File: src/design/bfpc_pkg.sv
// Shared constants, codes and control types of the bit frequency and pair counter.
`default_nettype none
package bfpc_pkg;

  // Default bit columns in one sample word
  localparam int WORD_BITS_DEF = 32;
  // Counter widths
  localparam int CNT_W   = 32;
  localparam int LIMIT_W = 44;
  // APB data and address widths
  localparam int APB_DW = 64;
  localparam int APB_AW = 3;
  // Register byte address of sample_limit
  localparam logic [APB_AW-1:0] REG_SAMPLE_LIMIT = 3'd0;

  // Operation codes; code 3 is ignored
  typedef enum logic [1:0] {
    OP_ACC   = 2'd0,
    OP_READ  = 2'd1,
    OP_CLEAR = 2'd2
  } op_t;

  // Source of a read result
  typedef enum logic [1:0] {
    RK_LANE    = 2'd0,
    RK_SAMPLES = 2'd1,
    RK_ZERO    = 2'd2
  } rd_kind_t;

  // Control broadcast from the top level to every lane
  typedef struct packed {
    logic       acc;      // add this word's bit
    logic       pair;     // also count the (held, current) pair
    logic       clr;      // zero all counters and the held bit
    logic       rd;       // capture the selected counter
    logic       rd_ones;  // select the ones counter, else a pair counter
    logic [1:0] rd_pat;   // pair pattern {prev, cur}
  } lane_ctl_t;

endpackage
`default_nettype wire

File: src/design/bfpc_lane.sv
// One bit column: held bit, ones counter, four pair counters and read capture.
`default_nettype none
module bfpc_lane (
  input  wire                        clk,
  input  wire                        rst_n,
  input  wire bfpc_pkg::lane_ctl_t   ctl,
  input  wire                        bit_in,
  output logic [bfpc_pkg::CNT_W-1:0] rd_val
);
  import bfpc_pkg::*;

  logic                       held_r, held_nxt;
  logic [CNT_W-1:0]           ones_r, ones_nxt;
  logic [3:0][CNT_W-1:0]      pair_r, pair_nxt;
  logic [CNT_W-1:0]           rd_val_r;
  logic [1:0]                 pat;

  assign pat = {held_r, bit_in};

  // Advance counters on an accepted sample, drop them all on clear
  always_comb begin
    held_nxt = held_r;
    ones_nxt = ones_r;
    pair_nxt = pair_r;
    if (ctl.clr) begin
      held_nxt = 1'b0;
      ones_nxt = '0;
      pair_nxt = '0;
    end else if (ctl.acc) begin
      held_nxt = bit_in;
      ones_nxt = ones_r + CNT_W'(bit_in);
      for (int k = 0; k < 4; k++) begin
        if (ctl.pair && (pat == 2'(k))) pair_nxt[k] = pair_r[k] + CNT_W'(1);
      end
    end
  end

  always_ff @(posedge clk) begin
    if (!rst_n) begin
      held_r <= 1'b0;
      ones_r <= '0;
      pair_r <= '0;
    end else begin
      held_r <= held_nxt;
      ones_r <= ones_nxt;
      pair_r <= pair_nxt;
    end
  end

  // Capture the addressed counter of this column for the merge stage
  always_ff @(posedge clk) begin
    if (ctl.rd) rd_val_r <= ctl.rd_ones ? ones_r : pair_r[ctl.rd_pat];
  end

  assign rd_val = rd_val_r;

  // A clear leaves the column at its reset state
  a_clr_zero: assert property (@(posedge clk) disable iff (!rst_n)
    ctl.clr |=> (ones_r == '0) && (pair_r == '0) && !held_r)
    else $error("lane not cleared");
  // Only one pair counter moves per sample
  a_one_pair: assert property (@(posedge clk) disable iff (!rst_n)
    ctl.acc && !ctl.clr |=> $countones({pair_r[0] != $past(pair_r[0]),
      pair_r[1] != $past(pair_r[1]), pair_r[2] != $past(pair_r[2]),
      pair_r[3] != $past(pair_r[3])}) <= 1)
    else $error("more than one pair counter changed");

endmodule
`default_nettype wire

File: config.mk
export PLATFORM = sky130hd
export DESIGN_NAME = bfpc_lane
export DESIGN_NICKNAME = d
export VERILOG_FILES = /design/src/design/bfpc_pkg.sv /design/src/design/bfpc_lane.sv
export SDC_FILE = /design/constraint.sdc
export NUM_CORES = 1
export LEC_CHECK = 0
export BUFFER_PORTS_ARGS = -buffer_cell sky130_fd_sc_hd__buf_2
export CAP_MARGIN = 20
export CORE_MARGIN = 5
export CORE_UTILIZATION = 62
export DETAILED_ROUTE_END_ITERATION = 6
export GPL_TIMING_DRIVEN = 0
export PLACE_DENSITY = 0.8
export RECOVER_POWER = 50
export SLEW_MARGIN = 40
export SYNTH_ARGS = -nofsm -noshare
export SYNTH_HDL_FRONTEND = slang
export SYNTH_SLANG_ARGS = --single-unit
export TNS_END_PERCENT = 1
File: constraint.sdc
create_clock -name clk -period 3 [get_ports clk]
set_input_delay 0.6 -clock clk [delete_from_list [all_inputs] [get_ports clk]]
set_output_delay 0.6 -clock clk [all_outputs]
set_load 0.03 [all_outputs]
==> metrics.md <==
| Metric | Value |
|---|---|
| Later-pin clock latency in the skew report | `0.44 ns` |
| Grt ovf | `0` |
| Vias/cell | `6.13` |
| Post-Synth Adder-Cell Area | `0.918%` |
| EDFF count, synth | `32` |
| Cell count after synthesis | `961` |
| Yosys cell types | `46` |
| Hold buffer count at CTS | `0` |
| Peak fanout along the critical path | `10` |
| DP Area | `9970 sq um` |
| Residual DRC | `0` |
| Hold Slack | `0.508 ns` |
| CTS sink count | `193` |
| Status | `finished with violations` |
| Max Cap Violations | `1` |
| Leak pwr | `3.30 nW` |
| Sequential area share after synthesis | `43.9%` |
| HP Class | `reg -> reg` |
| Total I/O pin count | `42` |
| # fillers | `1153` |
| Yosys warning total | `0` |
| Via count | `7470` |
| Setup TNS | `0 ns` |
| Total wire length | `22700 microns` |
| Row Count | `45` |
| Share of cells above drive strength 1 | `12.0%` |
| Crit Path Category | `in -> reg` |
| Final Hold Viols | `0` |
| Vias in the first global route | `6966` |
| GRT Overall Usage | `25.7%` |
| PwrDens | `489 nW/um^2` |
| Multi-input combinational cell area | `5000 sq um` |
| Routed Antenna Nets | `0` |
| DR iter-0 viols | `746` |
| Post-cts resize count | `0` |
| Flops & latches, synth | `193` |
| CTS tree | `built` |
| Min cycle time layout | `2.50 ns` |
| Area delta synth->final | `9.44%` |
| Final setup fails | `0` |
| Synth Area in XOR/XNOR | `12.6%` |
| R2R setup slack | `0.64 ns` |
| Placed wire-length estimate | `16700 microns` |
| H-tree Lvls | `4` |
| CP Launch Type | `input port` |
| Finished layout cell area | `10400 sq um` |
| Relative max-transition margin | `-8.86%` |
| IO buf count | `38` |
| Compound-Gate Fraction of Synth Area | `2.14%` |
| Routed wire per std cell | `18.6 microns` |
| Root Buffer | `clkbuf_16` |
| Initial antenna violation count | `0` |
| Slew Limit Fails | `33` |
| Clk_skew | `0.0104 ns` |
| Inserted Clock Buffers | `17` |
| Chip height | `134 microns` |
| Largest net degree at the start of global routing | `33` |
| DRT Pass-1 Iters | `6` |
| WP data arrival | `2.69 ns` |
| Worst Path Required | `3.19 ns` |
| Cells after DPL | `1187` |
| Mapped Nets | `978` |
| Slew @ Worst Pin | `1.63 ns` |
| Die ar. | `18000 sq um` |
| Largest family of logic cells by synthesized area | `simple AND/OR/NAND/NOR gates` |
| Die width | `134 microns` |
| Post-CTS Setup Bufs | `0` |
| Fmax | `0.399 GHz` |
| Clock slew at reported path FFs | `0.06 ns` |
| Main flop type after synthesis | `dfxtp_1` |
| First-pass GRT wire length | `36200 microns` |
| Final Instance Count excl. Fillers | `1219` |
| Synth Area in Simple Gates | `25.5%` |
| Failing checks | `capacitance limit, slew limit` |
| Post-layout nets | `1035` |
| Syn_area_per_cell | `9.93 sq um` |
| Starting density of the core | `63.0%` |
| Post-synthesis mux area share | `11.9%` |
| Final worst-path cycle share | `83.4%` |
| Area occupied by registers | `4180 sq um` |
| Unrepaired setup endpoints after global routing | `false` |
| CTS max path bufs | `2` |
| Peak supply drop | `478 uV` |
| Gpl congestion | `0.886` |
| Crit end category | `flop` |
| Core Box Area | `15100 sq um` |
| Mapped Area | `9540 sq um` |
| Ant. Diodes | `0` |
| Ys async rst share | `0%` |
==> registers in the layout, indices dropped and copies added (netlist names) <==
name    count
held_r      1
ones_r     32
pair_r    128
rd_val     32
==> cell type report <==
cell class,instances,area share (%)
buffer,49,2.00
clock buffer,27,4.85
multi-input combinational,699,47.9
sequential,193,40.1
timing repair buffer,38,1.41
inverter,20,0.719
clock inverter,5,0.743
tap,188,2.25
==> kinds of logic (layout without fill, tap and decap cells) <==
family                     after synthesis  count (layout)
AOI/OAI and AO/OA                       35              35
xor gates and xnor gates               137             137
adders and majority gates                7               7
buffers and inverters                   69             139
DFF                                    193             193
muxes                                   69              69
and+or+nand+nor                        451             451
==> placed cells by master, fill, tap and decap left out, types with 2 or more instances in the layout <==
| cell type | Yosys | layout |
|---|---|---|
| nor4_2 | 14 | 11 |
| or2_2 | 2 | 2 |
| buf_6 | 2 | 2 |
| and2_1 | 8 | 7 |
| nor2_1 | 157 | 157 |
| clkinv_2 | 0 | 2 |
| mux2i_1 | 5 | 5 |
| o21ai_0 | 12 | 12 |
| inv_1 | 20 | 20 |
| nand3_1 | 46 | 46 |
| nor4_1 | 26 | 30 |
| buf_1 | 5 | 4 |
| ha_1 | 7 | 7 |
| nand2_1 | 60 | 60 |
| mux2_2 | 32 | 32 |
| nand4_1 | 42 | 45 |
| a41o_1 | 4 | 4 |
| clkbuf_16 | 0 | 17 |
| and3_1 | 13 | 13 |
| mux4_2 | 30 | 30 |
| a21oi_1 | 14 | 14 |
| bufinv_16 | 0 | 2 |
| mux4_1 | 2 | 2 |
| buf_2 | 11 | 9 |
| xnor2_1 | 84 | 84 |
| xor2_1 | 53 | 53 |
| a31oi_1 | 4 | 4 |
| nor3_1 | 28 | 28 |
| edfxtp_1 | 32 | 32 |
| nor3_2 | 2 | 3 |
| clkbuf_1 | 30 | 76 |
| and4_1 | 22 | 22 |
| and4b_1 | 2 | 2 |
| or3_1 | 13 | 13 |
| clkbuf_8 | 0 | 4 |
| dfxtp_1 | 161 | 161 |
==> worst max-delay path, cell delays in order <==
cell and delay, ns:
buf_2 0.18, clkbuf_1 0.66, clkbuf_1 0.53, mux4_2 0.44
mux2_2 0.28
==> cell usage after synthesis (12+ instances only) <==
cell | number | area [sq um]
nor4_1 | 26 | 163
nand4_1 | 42 | 263
xnor2_1 | 84 | 736
mux2_2 | 32 | 360
a21oi_1 | 14 | 70.1
edfxtp_1 | 32 | 961
nand3_1 | 46 | 230
o21ai_0 | 12 | 60.1
and4_1 | 22 | 193
inv_1 | 20 | 75.1
clkbuf_1 | 30 | 113
nor4_2 | 14 | 175
or3_1 | 13 | 81.3
xor2_1 | 53 | 464
nand2_1 | 60 | 225
and3_1 | 13 | 81.3
mux4_2 | 30 | 676
nor3_1 | 28 | 140
nor2_1 | 157 | 589
dfxtp_1 | 161 | 3220
==> path summary, 6_finish.rpt <==
check	start	endpoint	cells after the start
worst max-delay path	ctl[1]	rd_val[5]	5
worst min-delay path	ones_r[14]	ones_r[14]	2
worst max register to register	pair_r[99]	pair_r[127]	6
worst min register to register	ones_r[14]	ones_r[14]	2
==> per-stage QoR <==
stage,setup WS [ns],utilization (%),power [mW]
after CTS,0.543,69.7,5.12
after detailed placement,0.0906,65.8,2.91
after global routing,0.377,68.9,5.25
after global placement,0.136,65.8,2.91
final,0.497,68.9,5.11
after floorplan,0.609,-,2.85
==> where the power goes <==
group	switching, mW	internal, mW	total [mW]
clock network	0.935	1.32	2.26
logic	0.146	0.0496	0.196
registers	0.00694	2.65	2.66
total	1.09	4.02	5.11
==> per-layer routing <==
metal | vias to the layer above | share of wire [%] | global-route usage [%]
li1 | 3544 | - | -
met1 | 3564 | 42 | 34.2
met2 | 312 | 47 | 41.9
met3 | 50 | 8.7 | 5.55
met4 | 0 | 2.5 | 9.16
met5 | - | 0 | 0
(Power assumes the default switching activity.)
