[src/design/bfpc_pkg.sv]
// Shared constants, codes and control types of the bit frequency and pair counter.
`default_nettype none
package bfpc_pkg;

  // Default bit columns in one sample word
  localparam int WORD_BITS_DEF = 32;
  // Counter widths
  localparam int CNT_W   = 32;
  localparam int LIMIT_W = 44;
  // APB data and address widths
  localparam int APB_DW = 64;
  localparam int APB_AW = 3;
  // Register byte address of sample_limit
  localparam logic [APB_AW-1:0] REG_SAMPLE_LIMIT = 3'd0;

  // Operation codes; code 3 is ignored
  typedef enum logic [1:0] {
    OP_ACC   = 2'd0,
    OP_READ  = 2'd1,
    OP_CLEAR = 2'd2
  } op_t;

  // Source of a read result
  typedef enum logic [1:0] {
    RK_LANE    = 2'd0,
    RK_SAMPLES = 2'd1,
    RK_ZERO    = 2'd2
  } rd_kind_t;

  // Control broadcast from the top level to every lane
  typedef struct packed {
    logic       acc;      // add this word's bit
    logic       pair;     // also count the (held, current) pair
    logic       clr;      // zero all counters and the held bit
    logic       rd;       // capture the selected counter
    logic       rd_ones;  // select the ones counter, else a pair counter
    logic [1:0] rd_pat;   // pair pattern {prev, cur}
  } lane_ctl_t;

endpackage
`default_nettype wire

[src/design/bfpc_intf.sv]
// Valid/ready channel interfaces for input words and result words.
`default_nettype none


interface bfpc_out_if;
  logic                        valid;
  logic                        ready;
  logic [bfpc_pkg::LIMIT_W-1:0] count_value;

  modport source (output valid, count_value, input ready);
  modport sink   (input valid, count_value, output ready);
endinterface
`default_nettype wire

[src/design/bfpc_merge.sv]
// Read merge stage: picks the lane result, forms the word and holds it for the sink.
`default_nettype none
module bfpc_merge #(
  parameter int W      = bfpc_pkg::WORD_BITS_DEF,
  parameter int LANE_W = (W > 1) ? $clog2(W) : 1
) (
  input  wire                               clk,
  input  wire                               rst_n,
  input  wire                               rd_acc,
  input  wire bfpc_pkg::rd_kind_t           rd_kind,
  input  wire  [LANE_W-1:0]                 rd_lane,
  input  wire  [bfpc_pkg::LIMIT_W-1:0]      samples,
  input  wire  [W-1:0][bfpc_pkg::CNT_W-1:0] lane_val,
  output logic                              take_ok,
  bfpc_out_if.source                        out_ch
);
  import bfpc_pkg::*;

  logic               s1_v_r, s1_v_nxt;
  rd_kind_t           s1_kind_r;
  logic [LANE_W-1:0]  s1_lane_r;
  logic [LIMIT_W-1:0] s1_samp_r;
  logic               out_v_r, out_v_nxt;
  logic [LIMIT_W-1:0] out_d_r, out_d_nxt;
  logic               adv;

  // Output register free, or being taken this cycle
  assign adv     = !out_v_r || out_ch.ready;
  assign take_ok = !s1_v_r || adv;

  always_comb begin
    s1_v_nxt = s1_v_r;
    if (rd_acc)   s1_v_nxt = 1'b1;
    else if (adv) s1_v_nxt = 1'b0;
  end

  // Select the lane result, the sample count or zero
  always_comb begin
    out_v_nxt = out_v_r;
    out_d_nxt = out_d_r;
    if (adv) begin
      out_v_nxt = s1_v_r;
      case (s1_kind_r)
        RK_LANE:    out_d_nxt = LIMIT_W'(lane_val[s1_lane_r]);
        RK_SAMPLES: out_d_nxt = s1_samp_r;
        default:    out_d_nxt = '0;
      endcase
    end
  end

  always_ff @(posedge clk) begin
    if (!rst_n) begin
      s1_v_r  <= 1'b0;
      out_v_r <= 1'b0;
    end else begin
      s1_v_r  <= s1_v_nxt;
      out_v_r <= out_v_nxt;
    end
  end

  // Hold the read selection with the stage
  always_ff @(posedge clk) begin
    if (rd_acc) begin
      s1_kind_r <= rd_kind;
      s1_lane_r <= rd_lane;
      s1_samp_r <= samples;
    end
    out_d_r <= out_d_nxt;
  end

  assign out_ch.valid       = out_v_r;
  assign out_ch.count_value = out_d_r;

  // A read is never taken over a stalled stage
  a_no_overrun: assert property (@(posedge clk) disable iff (!rst_n)
    rd_acc |-> take_ok)
    else $error("read accepted while merge stage full");
  // A result appears only from a filled stage
  a_out_src: assert property (@(posedge clk) disable iff (!rst_n)
    $rose(out_v_r) |-> $past(s1_v_r))
    else $error("result without a pending read");

endmodule
`default_nettype wire

[src/flat_wrapper.sv]
// flat-port wrapper written by rule: the top's interface ports become plain ports
module bfpc_merge_flat import bfpc_pkg::*;
#(
  parameter int W      = bfpc_pkg::WORD_BITS_DEF,
  parameter int LANE_W = (W > 1) ? $clog2(W) : 1
)
  (clk, rst_n, rd_acc, rd_kind, rd_lane, samples, lane_val, take_ok, out_ch_valid, out_ch_count_value, out_ch_ready);
  bfpc_out_if out_ch_i ();
  input  wire clk;
  input  wire rst_n;
  input  wire rd_acc;
  input  wire bfpc_pkg::rd_kind_t rd_kind;
  input  wire  [LANE_W-1:0] rd_lane;
  input  wire  [bfpc_pkg::LIMIT_W-1:0] samples;
  input  wire  [W-1:0][bfpc_pkg::CNT_W-1:0] lane_val;
  output logic take_ok;
  output wire logic [$bits(out_ch_i.valid)-1:0] out_ch_valid;
  output wire logic [$bits(out_ch_i.count_value)-1:0] out_ch_count_value;
  input wire logic [$bits(out_ch_i.ready)-1:0] out_ch_ready;
  assign out_ch_valid = out_ch_i.valid;
  assign out_ch_count_value = out_ch_i.count_value;
  assign out_ch_i.ready = out_ch_ready;
  bfpc_merge #(.W(W), .LANE_W(LANE_W)) u_core (.clk(clk), .rst_n(rst_n), .rd_acc(rd_acc), .rd_kind(rd_kind), .rd_lane(rd_lane), .samples(samples), .lane_val(lane_val), .take_ok(take_ok), .out_ch(out_ch_i));
endmodule
[config.mk]
export PLATFORM = sky130hd
export DESIGN_NAME = bfpc_merge_flat
export DESIGN_NICKNAME = d
export VERILOG_FILES = /design/src/design/bfpc_pkg.sv /design/src/design/bfpc_intf.sv /design/src/design/bfpc_merge.sv /design/src/flat_wrapper.sv
export SDC_FILE = /design/constraint.sdc
export NUM_CORES = 1
export LEC_CHECK = 0
export ABC_AREA = 0
export BUFFER_PORTS_ARGS = -buffer_cell sky130_fd_sc_hd__buf_2
export CAP_MARGIN = 20
export CORE_AREA = 4 4 441 443
export DETAILED_ROUTE_END_ITERATION = 12
export DIE_AREA = 0 0 445 447
export PLACE_DENSITY = 0.3
export SYNTH_ARGS = -nofsm -noshare
export SYNTH_HDL_FRONTEND = slang
export SYNTH_SLANG_ARGS = --single-unit
[constraint.sdc]
create_clock -name clk -period 3.9 [get_ports clk]
set_input_delay 0.78 -clock clk [delete_from_list [all_inputs] [get_ports clk]]
set_output_delay 0.78 -clock clk [all_outputs]
set_load 0.02 [all_outputs]
==> impl_metrics.yaml, run 1 <==
run_status:
  status: "completed"
critical_path:
  crit_required_ps: 4080
  cp-end-kind: "flop"
  worstPathCellList: "buf_12 -> buf_12 -> mux4_2 -> mux2_2 -> a221oi_1 -> o41ai_1"
  r2r_end: "u_core.out_ch.count_value[24]$_DFFE_PP_"
  reg2reg_depth: 6
  critPathMaxStageDelay_ps: 730
  path_class: "flop to flop"
  r2r_start: "u_core.s1_lane_r[0]$_DFFE_PP_"
  cp-start-kind: "flop"
  worstPathArrival_ps: 3410
  critPathSlowestCell: "a221oi_1"
  cp_common_cell: "buf_12"
  r2r_setup_slack_ps: 670
  crit_fanout: 62
yosys:
  syn_avg_cell_area_um2: 11.8
  synth_area_mm2: 0.0120
  synthFlopType: "edfxtp_1"
  synth_top_family_by_area: "multiplexers"
  synth-adder-area-share: 0
  muxShareOfSynthArea: 0.490
  synth_common_cells: "mux2i_1, mux4_2, edfxtp_1, a21oi_1, a22oi_1"
  ys_types: 27
  synth-seq-area-share: 0.242
  synth_top_area_cell: "mux4_2"
  synth-simple-area-share: 0.0446
  yosys_warnings: 0
  synth-edff-count: 95
  synth_xor_area_frac: 0
  synth.top_cell.area_share: 0.241
  synth.most_common_cell: "mux2i_1"
  syn_nets: 2097
  yosys_register_bits: 97
  synthArstFlopShare: 0
  synthTopCellsByArea: "mux4_2, edfxtp_1, mux2i_1"
  synth_compound_area_frac: 0.162
  synthCells: 1018
clock_tree:
  hold_buffers: 0
  cts_post_setup_buffers_inserted: 0
  cts_resized: 0
  cts_root_buffer: "clkbuf_16"
  path_clk_slew_ps: 100
  clkSinkCount: 97
  cts_buffers: 9
  cts_tree: "yes"
  insertion_delay_ps: 440
  h-tree-depth: 3
  clk_path_buf_depth: 2
floorplan:
  row_count: 160
  start_util: 0.0630
  io_pins: 1125
  die_y_um: 447
  die_area_mm2: 0.199
  coreArea_mm2: 0.190
  die_w_um: 445
route:
  wl_per_cell_um: 29.7
  drtPass1Iterations: 5
  drt-total-wl_um: 138000
  num_vias: 14919
  drc: 0
  ant_nets: 0
  avgViaCountPerCell: 3.22
  drt_iter0_drc: 1213
run:
  drv_cap: 0
timing:
  slew_headroom: 0.360
  finalSetupViolCount: 0
  finalSetupTns_ps: 0
  drv_slew: 0
  post-route-period-util: 0.829
  rsz0062_at_grt: "false"
  worstMarginPinSlew_ps: 961
  max_freq_mhz: 309
  hold_violations: 0
  fin_crit_ps: 3240
  finClkSkew_ps: 17.5
global_routing:
  grt_max_degree: 83
  grt_pass1_vias: 15669
  grt_overflow: 0
  grt_pass1_wl_um: 169000
  antenna_found_initial: 97
  grt_use_total: 0.132
finish:
  fill_cells: 21940
  final_nets: 3188
  fin_cells: 4640
  area_growth_pct: 76.5
  drive_above_1_share: 0.655
placed_design:
  gp_congestion: 0.941
  port_buffers: 1124
  place_inst: 4609
  dp_hpwl_um: 120000
min_path:
  hold_depth: 1
  worstHoldEndpoint: "u_core.s1_samp_r[22]$_DFFE_PP_"
  hold_path.startpoint: "samples[22]"
  hp-class: "input pin to flop"
pwr:
  p_per_area_mw_per_mm2: 237
  ir_drop_mv: 0.196
  p_leak_nw: 9.29
==> report_power, final <==
group	switching [mW]	internal, mW	leakage, nW	total [mW]
clock	0.597	0.444	0.125	1.04
combinational	1.47	1.18	8.15	2.65
sequential	0.0614	1.27	1.02	1.33
total	2.13	2.89	9.29	5.02
==> cell type report <==
cell class / instances / area [um2] / area share
multi-input cells: 801 / 8390 / 0.397
clock buffers: 10 / 229 / 0.0108
inverters: 1 / 5.00 / 0.000237
diodes: 15 / 37.5 / 0.00178
repair buffers: 1199 / 6390 / 0.302
clock inverters: 6 / 52.6 / 0.00249
well taps: 2511 / 3140 / 0.149
flip-flops and latches: 97 / 2890 / 0.137
==> through the flow <==
stage	utilization	total power, mW	hold slack (ps)	area [um2]	setup WS (ps)
5_1_grt	0.111	5.34	448	21100	482
3_5_place_dp	0.110	4.08	496	20800	422
3_3_place_gp	0.110	4.09	489	20800	472
4_1_cts	0.111	5.22	421	21100	419
6_report	0.111	5.02	508	21100	665
2_1_floorplan	-	2.55	463	12000	1750
==> state kept, by name, summed over array words and instances, names as in the netlist <==
name	cells
u_core.out_ch.valid	1
u_core.out_ch.count_value	44
u_core.s1_lane_r	5
u_core.s1_v_r	1
u_core.s1_samp_r	44
u_core.s1_kind_r	2
==> critical path: cells and delay by family (launching register included) <==
kind / cells / cell delay, ps
multiplexers: 2 / 910
buffers and inverters: 2 / 610
AO/OA/AOI/OAI: 2 / 890
flip-flops: 1 / 450
==> routing by layer <==
layer  wire [um]  up-vias  GRT usage
li1            -     6471          -
met1       56000     7482      0.163
met2       69800      779      0.235
met3        9590      143     0.0299
met4        2180       44     0.0249
met5         286        -          0
==> worst max-delay path by stage <==
| stage | startpoint | endpoint | slack [ps] | cells past startpoint |
|---|---|---|---|---|
| 6_report | u_core.s1_lane_r[0]$_DFFE_PP_ | u_core.out_ch.count_value[24]$_DFFE_PP_ | 670 | 6 |
| 5_1_grt | u_core.s1_lane_r[1]$_DFFE_PP_ | u_core.out_ch.count_value[27]$_DFFE_PP_ | 480 | 7 |
| 4_1_cts | u_core.s1_lane_r[1]$_DFFE_PP_ | u_core.out_ch.count_value[21]$_DFFE_PP_ | 420 | 7 |
| 3_5_place_dp | u_core.s1_lane_r[1]$_DFFE_PP_ | u_core.out_ch.count_value[27]$_DFFE_PP_ | 420 | 7 |
| 3_3_place_gp | u_core.s1_lane_r[1]$_DFFE_PP_ | u_core.out_ch.count_value[21]$_DFFE_PP_ | 470 | 7 |
| 2_1_floorplan | u_core.s1_lane_r[0]$_DFFE_PP_ | u_core.out_ch.count_value[0]$_DFFE_PP_ | 1750 | 6 |
==> kinds of logic (layout without fill, tap and decap cells) <==
kind of cell / Yosys count / count (layout)
AOI/OAI and AO/OA: 272 / 272
buffers and inverters: 120 / 1216
DFF: 97 / 97
muxes: 422 / 422
other: 0 / 15
and+or+nand+nor: 107 / 107
==> cell usage in the layout (no fill, tap or decap), types with 2 or more instances in the layout <==
cell type / netlist / final
buf_2: 20 / 1123
mux2i_1: 262 / 262
mux4_2: 128 / 128
edfxtp_1: 95 / 95
a21oi_1: 85 / 85
a22oi_1: 70 / 70
buf_4: 16 / 60
nand2_1: 46 / 45
mux2_2: 32 / 32
a22o_1: 32 / 32
a221oi_1: 32 / 31
nor2b_1: 32 / 29
a211oi_1: 26 / 26
o41ai_1: 26 / 26
buf_12: 1 / 16
diode_2: 0 / 15
nand3_1: 12 / 12
and2_1: 13 / 12
clkbuf_16: 0 / 9
clkinvlp_4: 0 / 4
nor2b_4: 0 / 3
inv_8: 0 / 2
dfxtp_1: 2 / 2
Power figures use the tool's default switching activity.
==> run 2, diff against run 1 <==
ABC_AREA = 1   (was 0)
CORE_AREA = 4 4 434 436   (was 4 4 441 443)
DIE_AREA = 0 0 438 440   (was 0 0 445 447)
clock period = 2.6 ns   (was 3.9 ns; I/O delays follow)
==> impl_metrics.yaml, run 2 <==
placed_design:
  place_inst: 6134
  pre_cts_ws_ps: -243
  port_buffers: 1124
  dp_hpwl_um: 143000
  gp_congestion: 0.919
  dpl_cell_area_mm2: 0.0233
global_routing:
  grt_use_total: 0.160
  grt_overflow: 0
  grt_pass1_wl_um: 208000
  grt_pass1_vias: 22757
  grt_max_degree: 53
  antenna_found_initial: 87
clock_tree:
  cts_root_buffer: "clkbuf_16"
  insertion_delay_ps: 400
  path_clk_slew_ps: 100
  cts_tree: "yes"
  clkSinkCount: 97
  cts_buffers: 9
  h-tree-depth: 3
  clk_path_buf_depth: 2
  cts_post_setup_buffers_inserted: 0
pwr:
  p_per_area_mw_per_mm2: 362
  p_leak_nw: 12.0
  power_mw: 8.65
  ir_drop_mv: 0.262
route:
  ant_nets: 0
  wl_per_cell_um: 26.5
  drc: 0
  drt_iter0_drc: 1412
  num_vias: 22252
  avgViaCountPerCell: 3.60
  drt-total-wl_um: 163000
  drtPass1Iterations: 6
timing:
  hold_violations: 0
  post-route-period-util: 0.965
  worstMarginPinSlew_ps: 646
  finalSetupViolCount: 0
  max_freq_mhz: 399
  slew_headroom: 0.569
  setup_slack_ps: 92.0
  fin_crit_ps: 2510
  rsz0062_at_grt: "false"
  finClkSkew_ps: 30.8
  drv_slew: 0
floorplan:
  start_util: 0.0749
  row_count: 158
  coreArea_mm2: 0.185
  io_pins: 1125
  die_w_um: 438
  die_y_um: 440
  die_area_mm2: 0.193
critical_path:
  critPathMaxStageDelay_ps: 480
  path_class: "flop to flop"
  worstPathArrival_ps: 2650
  reg2reg_depth: 11
  cp-end-kind: "flop"
  crit_required_ps: 2740
  crit_fanout: 42
  cp-start-kind: "flop"
  worstPathCellList: "buf_12 -> buf_4 -> nand2_1 -> nand3_1 -> nand3_1 -> nand2_1 -> nand2_1 -> nand3_1 -> buf_12 -> nand3_1 -> nand2_1"
  critPathSlowestCell: "edfxtp_1"
yosys:
  synth_xor_area_frac: 0
  synth.top_cell.area_share: 0.365
  ys_types: 14
  synth_common_cells: "nand2_1, nand3_1, buf_2, edfxtp_1, buf_6"
  synth_compound_area_frac: 0.000362
  synthArstFlopShare: 0
  synth-edff-count: 95
  syn_nets: 3651
  yosys_register_bits: 97
  synthCells: 2572
  muxShareOfSynthArea: 0
  synth-adder-area-share: 0
  synth-simple-area-share: 0.682
  synth_area_mm2: 0.0138
  synth.most_common_cell: "nand2_1"
  synth_top_family_by_area: "simple AND/OR/NAND/NOR gates"
  synthFlopType: "edfxtp_1"
  yosys_warnings: 0
  synth_top_area_cell: "nand2_1"
  synth-seq-area-share: 0.209
  synthTopCellsByArea: "nand2_1, nand3_1, edfxtp_1"
  syn_avg_cell_area_um2: 5.38
finish:
  final_cell_mix: "nand2_1, buf_2, nand3_1"
  final_common_cell: "nand2_1"
  design_area_mm2: 0.0239
  drive_above_1_share: 0.373
  fin_cells: 6174
  fill_cells: 22126
  area_growth_pct: 72.5
  final_nets: 4743
run_status:
  status: "completed"
min_path:
  hp-class: "input pin to flop"
  hold_depth: 1
run:
  drv_cap: 0
-- run 2: area by class of cell --
cell class	instances	area [um2]	area share
multi-input combinational	2227	9640	0.404
tap	2480	3100	0.130
sequential	97	2890	0.121
clock inverter	6	51.3	0.00215
inverter	23	128	0.00535
timing repair buffer	1306	7760	0.325
clock buffer	10	229	0.00959
antenna	25	62.6	0.00262
-- run 2: layer usage --
layer	share of wire	vias up	track usage	wire, um
met4	0.015	32	0.0210	2390
li1	-	10670	-	-
met1	0.40	10573	0.188	64900
met2	0.54	814	0.313	88400
met5	0.0012	-	0	192
met3	0.047	163	0.0224	7680
-- run 2: logic make-up after synthesis --
kind of cell    Yosys count
buf+inv                 248
flops                    97
compound gates            1
simple gates           2226
-- run 2: worst paths after layout --
| path | startpoint | slack (ps) | to |
|---|---|---|---|
| worst max-delay path | u_core.s1_lane_r[0]$_DFFE_PP_ | 90 | u_core.out_ch.count_value[17]$_DFFE_PP_ |
| worst min-delay path | samples[25] | 290 | u_core.s1_samp_r[25]$_DFFE_PP_ |
| worst max register to register | u_core.s1_lane_r[0]$_DFFE_PP_ | 90 | u_core.out_ch.count_value[17]$_DFFE_PP_ |
| worst min register to register | u_core.s1_v_r$_SDFFE_PN0P_ | 490 | u_core.out_ch.valid$_SDFFE_PN0P_ |
-- run 2: through the flow --
stage                     TNS (ps)  utilization  hold WS [ps]
after CTS                        0        0.128           241
after global routing             0        0.129           249
after global placement       -1100        0.126           454
final                            0        0.129           289
after floorplan                  0            -           441
after detailed placement     -1130        0.126           474
-- run 2: where the power goes --
group | internal [mW] | total, mW | switching, mW
registers | 1.90 | 2.00 | 0.101
logic | 1.89 | 5.23 | 3.34
clock network | 0.668 | 1.43 | 0.757
-- run 2: what timing repair did --
| action | in CTS | in global routing |
|---|---|---|
| gates resized for setup | 21 | 25 |
| hold buffers | 0 | 0 |
| pin swaps | 0 | 0 |
| setup endpoints to repair | 16 | 15 |
| cloned | 0 | 0 |
-- run 2: worst max-delay path, delay by kind of cell, from the launching register on --
kind | cells | cell delay, ps
buf+inv | 3 | 680
flops | 1 | 480
simple gates | 8 | 950
==> run 3, diff against run 2 <==
PLACE_DENSITY = default   (was 0.3)
PLACE_DENSITY_LB_ADDON = 0.12   (was default)
==> impl_metrics.yaml, run 3 (synthesis gave the netlist of run 2 again) <==
global_routing:
  grt_pass1_vias: 22930
  antenna_found_initial: 83
  grt_pass1_wl_um: 203000
  grt_overflow: 0
  grt_max_degree: 66
  grt_use_total: 0.154
clock_tree:
  clkSinkCount: 97
  h-tree-depth: 3
  clk_path_buf_depth: 2
  hold_buffers: 0
  cts_root_buffer: "clkbuf_16"
  insertion_delay_ps: 390
  path_clk_slew_ps: 90
  cts_buffers: 9
  cts_tree: "yes"
critical_path:
  crit_buf_inv: 4
  crit_family: "simple AND/OR/NAND/NOR gates"
  worstPathCellList: "buf_12 -> clkinv_16 -> buf_12 -> buf_4 -> nand2_1 -> nand3_1 -> nand3_1 -> nand2_1 -> nand2_1 -> nand3_1 -> nand3_1 -> nand2_1"
  crit_end: "u_core.out_ch.count_value[12]$_DFFE_PP_"
  critPathMaxStageDelay_ps: 450
  cp_num_cells: 12
  worstPathArrival_ps: 2700
  critPathSlowestCell: "edfxtp_1"
  crit_fanout: 24
  reg2reg_depth: 12
  cp-start-kind: "flop"
  crit_required_ps: 2750
  r2r_setup_slack_ps: 60
  r2r_start: "u_core.s1_lane_r[0]$_DFFE_PP_"
  cp-end-kind: "flop"
  r2r_end: "u_core.out_ch.count_value[12]$_DFFE_PP_"
  path_class: "flop to flop"
  startpoint: "u_core.s1_lane_r[0]$_DFFE_PP_"
floorplan:
  row_count: 158
  die_y_um: 440
  start_util: 0.0749
  die_area_mm2: 0.193
  io_pins: 1125
  coreArea_mm2: 0.185
  die_w_um: 438
finish:
  fin_cells: 6164
  final_cell_mix: "nand2_1, buf_2, nand3_1"
  fill_cells: 22305
  area_growth_pct: 71.3
  final_common_cell: "nand2_1"
  final_nets: 4719
  multi_input_area_mm2: 0.00958
  seqCellArea_mm2: 0.00289
  drive_above_1_share: 0.365
pwr:
  p_per_area_mw_per_mm2: 364
  ir_drop_mv: 0.280
  p_leak_nw: 11.9
timing:
  fin_crit_ps: 2540
  setup_slack_ps: 56.3
  max_freq_mhz: 393
  finalSetupViolCount: 0
  finClkSkew_ps: 15.8
  drv_slew: 0
  worstMarginPinSlew_ps: 701
  post-route-period-util: 0.978
  slew_headroom: 0.532
  hold_violations: 0
  rsz0062_at_grt: "true"
min_path:
  hp-class: "input pin to flop"
placed_design:
  port_buffers: 1124
  pre_cts_ws_ps: -137
  gp_congestion: 0.847
  dp_hpwl_um: 136000
  place_inst: 6109
route:
  wl_per_cell_um: 25.6
  drt-total-wl_um: 158000
  drtPass1Iterations: 5
  drt_iter0_drc: 1083
  avgViaCountPerCell: 3.53
  drc: 0
  num_vias: 21754
  ant_nets: 0
run:
  drv_cap: 0
run_status:
  status: "completed"
## run 3: changes by cell type in the layout (fill, tap and decap cells not counted), moves of 2 or more
cell,change
buf_4,-25
diode_2,+14
nand3_1,+11
nand3_2,-10
inv_6,-3
buf_12,+2
bufinv_16,+2
## run 3: metrics by stage
stage	cell area [um2]	setup TNS [ps]	hold WS (ps)	power, mW	util
floorplan	13800	0	441	4.15	-
finish	23700	0	307	8.62	0.128
CTS	23500	-42.3	275	8.93	0.127
detailed placement	23200	-481	484	7.30	0.125
global placement	23200	-359	458	7.34	0.125
global route	23700	-182	283	9.30	0.128
## run 3: per-layer routing
layer  GRT usage  up-vias  part of all wire
met3      0.0295      161             0.051
met1       0.173    10181              0.39
li1            -    10635                 -
met2       0.292      745              0.54
met4      0.0486       32             0.024
met5           0        -            0.0014
## run 3: final cells by class
cell class,count,share of cell area
multi-input cells,2227,0.404
diodes,39,0.00412
flip-flops and latches,97,0.122
inverters,23,0.00570
repair buffers,1282,0.320
clock inverters,5,0.00338
well taps,2480,0.131
clock buffers,11,0.00982
## run 3: worst min-delay path by stage
stage                               startpoint                               end  depth (start not counted)
CTS                                samples[41]    u_core.s1_samp_r[41]$_DFFE_PP_                          1
global placement    u_core.s1_v_r$_SDFFE_PN0P_  u_core.out_ch.valid$_SDFFE_PN0P_                          2
global route                        rd_kind[1]     u_core.s1_kind_r[1]$_DFFE_PP_                          1
floorplan           u_core.s1_v_r$_SDFFE_PN0P_  u_core.out_ch.valid$_SDFFE_PN0P_                          2
finish                             samples[28]    u_core.s1_samp_r[28]$_DFFE_PP_                          1
detailed placement  u_core.s1_v_r$_SDFFE_PN0P_  u_core.out_ch.valid$_SDFFE_PN0P_                          2
## run 3: power breakdown
part | total (mW) | switching [mW] | internal (mW)
Sequential | 1.97 | 0.0718 | 1.90
Clock | 1.56 | 0.713 | 0.845
Combinational | 5.10 | 3.26 | 1.84
Total | 8.62 | 4.04 | 4.58
## run 3: what timing repair did
item / in CTS / in global routing
setup buffers: 0 / 0
gates resized for setup: 14 / 19
endpoints found under the hold margin: 0 / 0
endpoints found under the setup margin: 12 / 17
## run 3: worst register-to-register path, stage by stage, from the launching register on
cell,delay (ps)
edfxtp_1,450
buf_12,180
clkinv_16,130
buf_12,240
buf_4,200
nand2_1,70
nand3_1,80
nand3_1,130
nand2_1,180
nand2_1,110
nand3_1,280
nand3_1,210
nand2_1,60
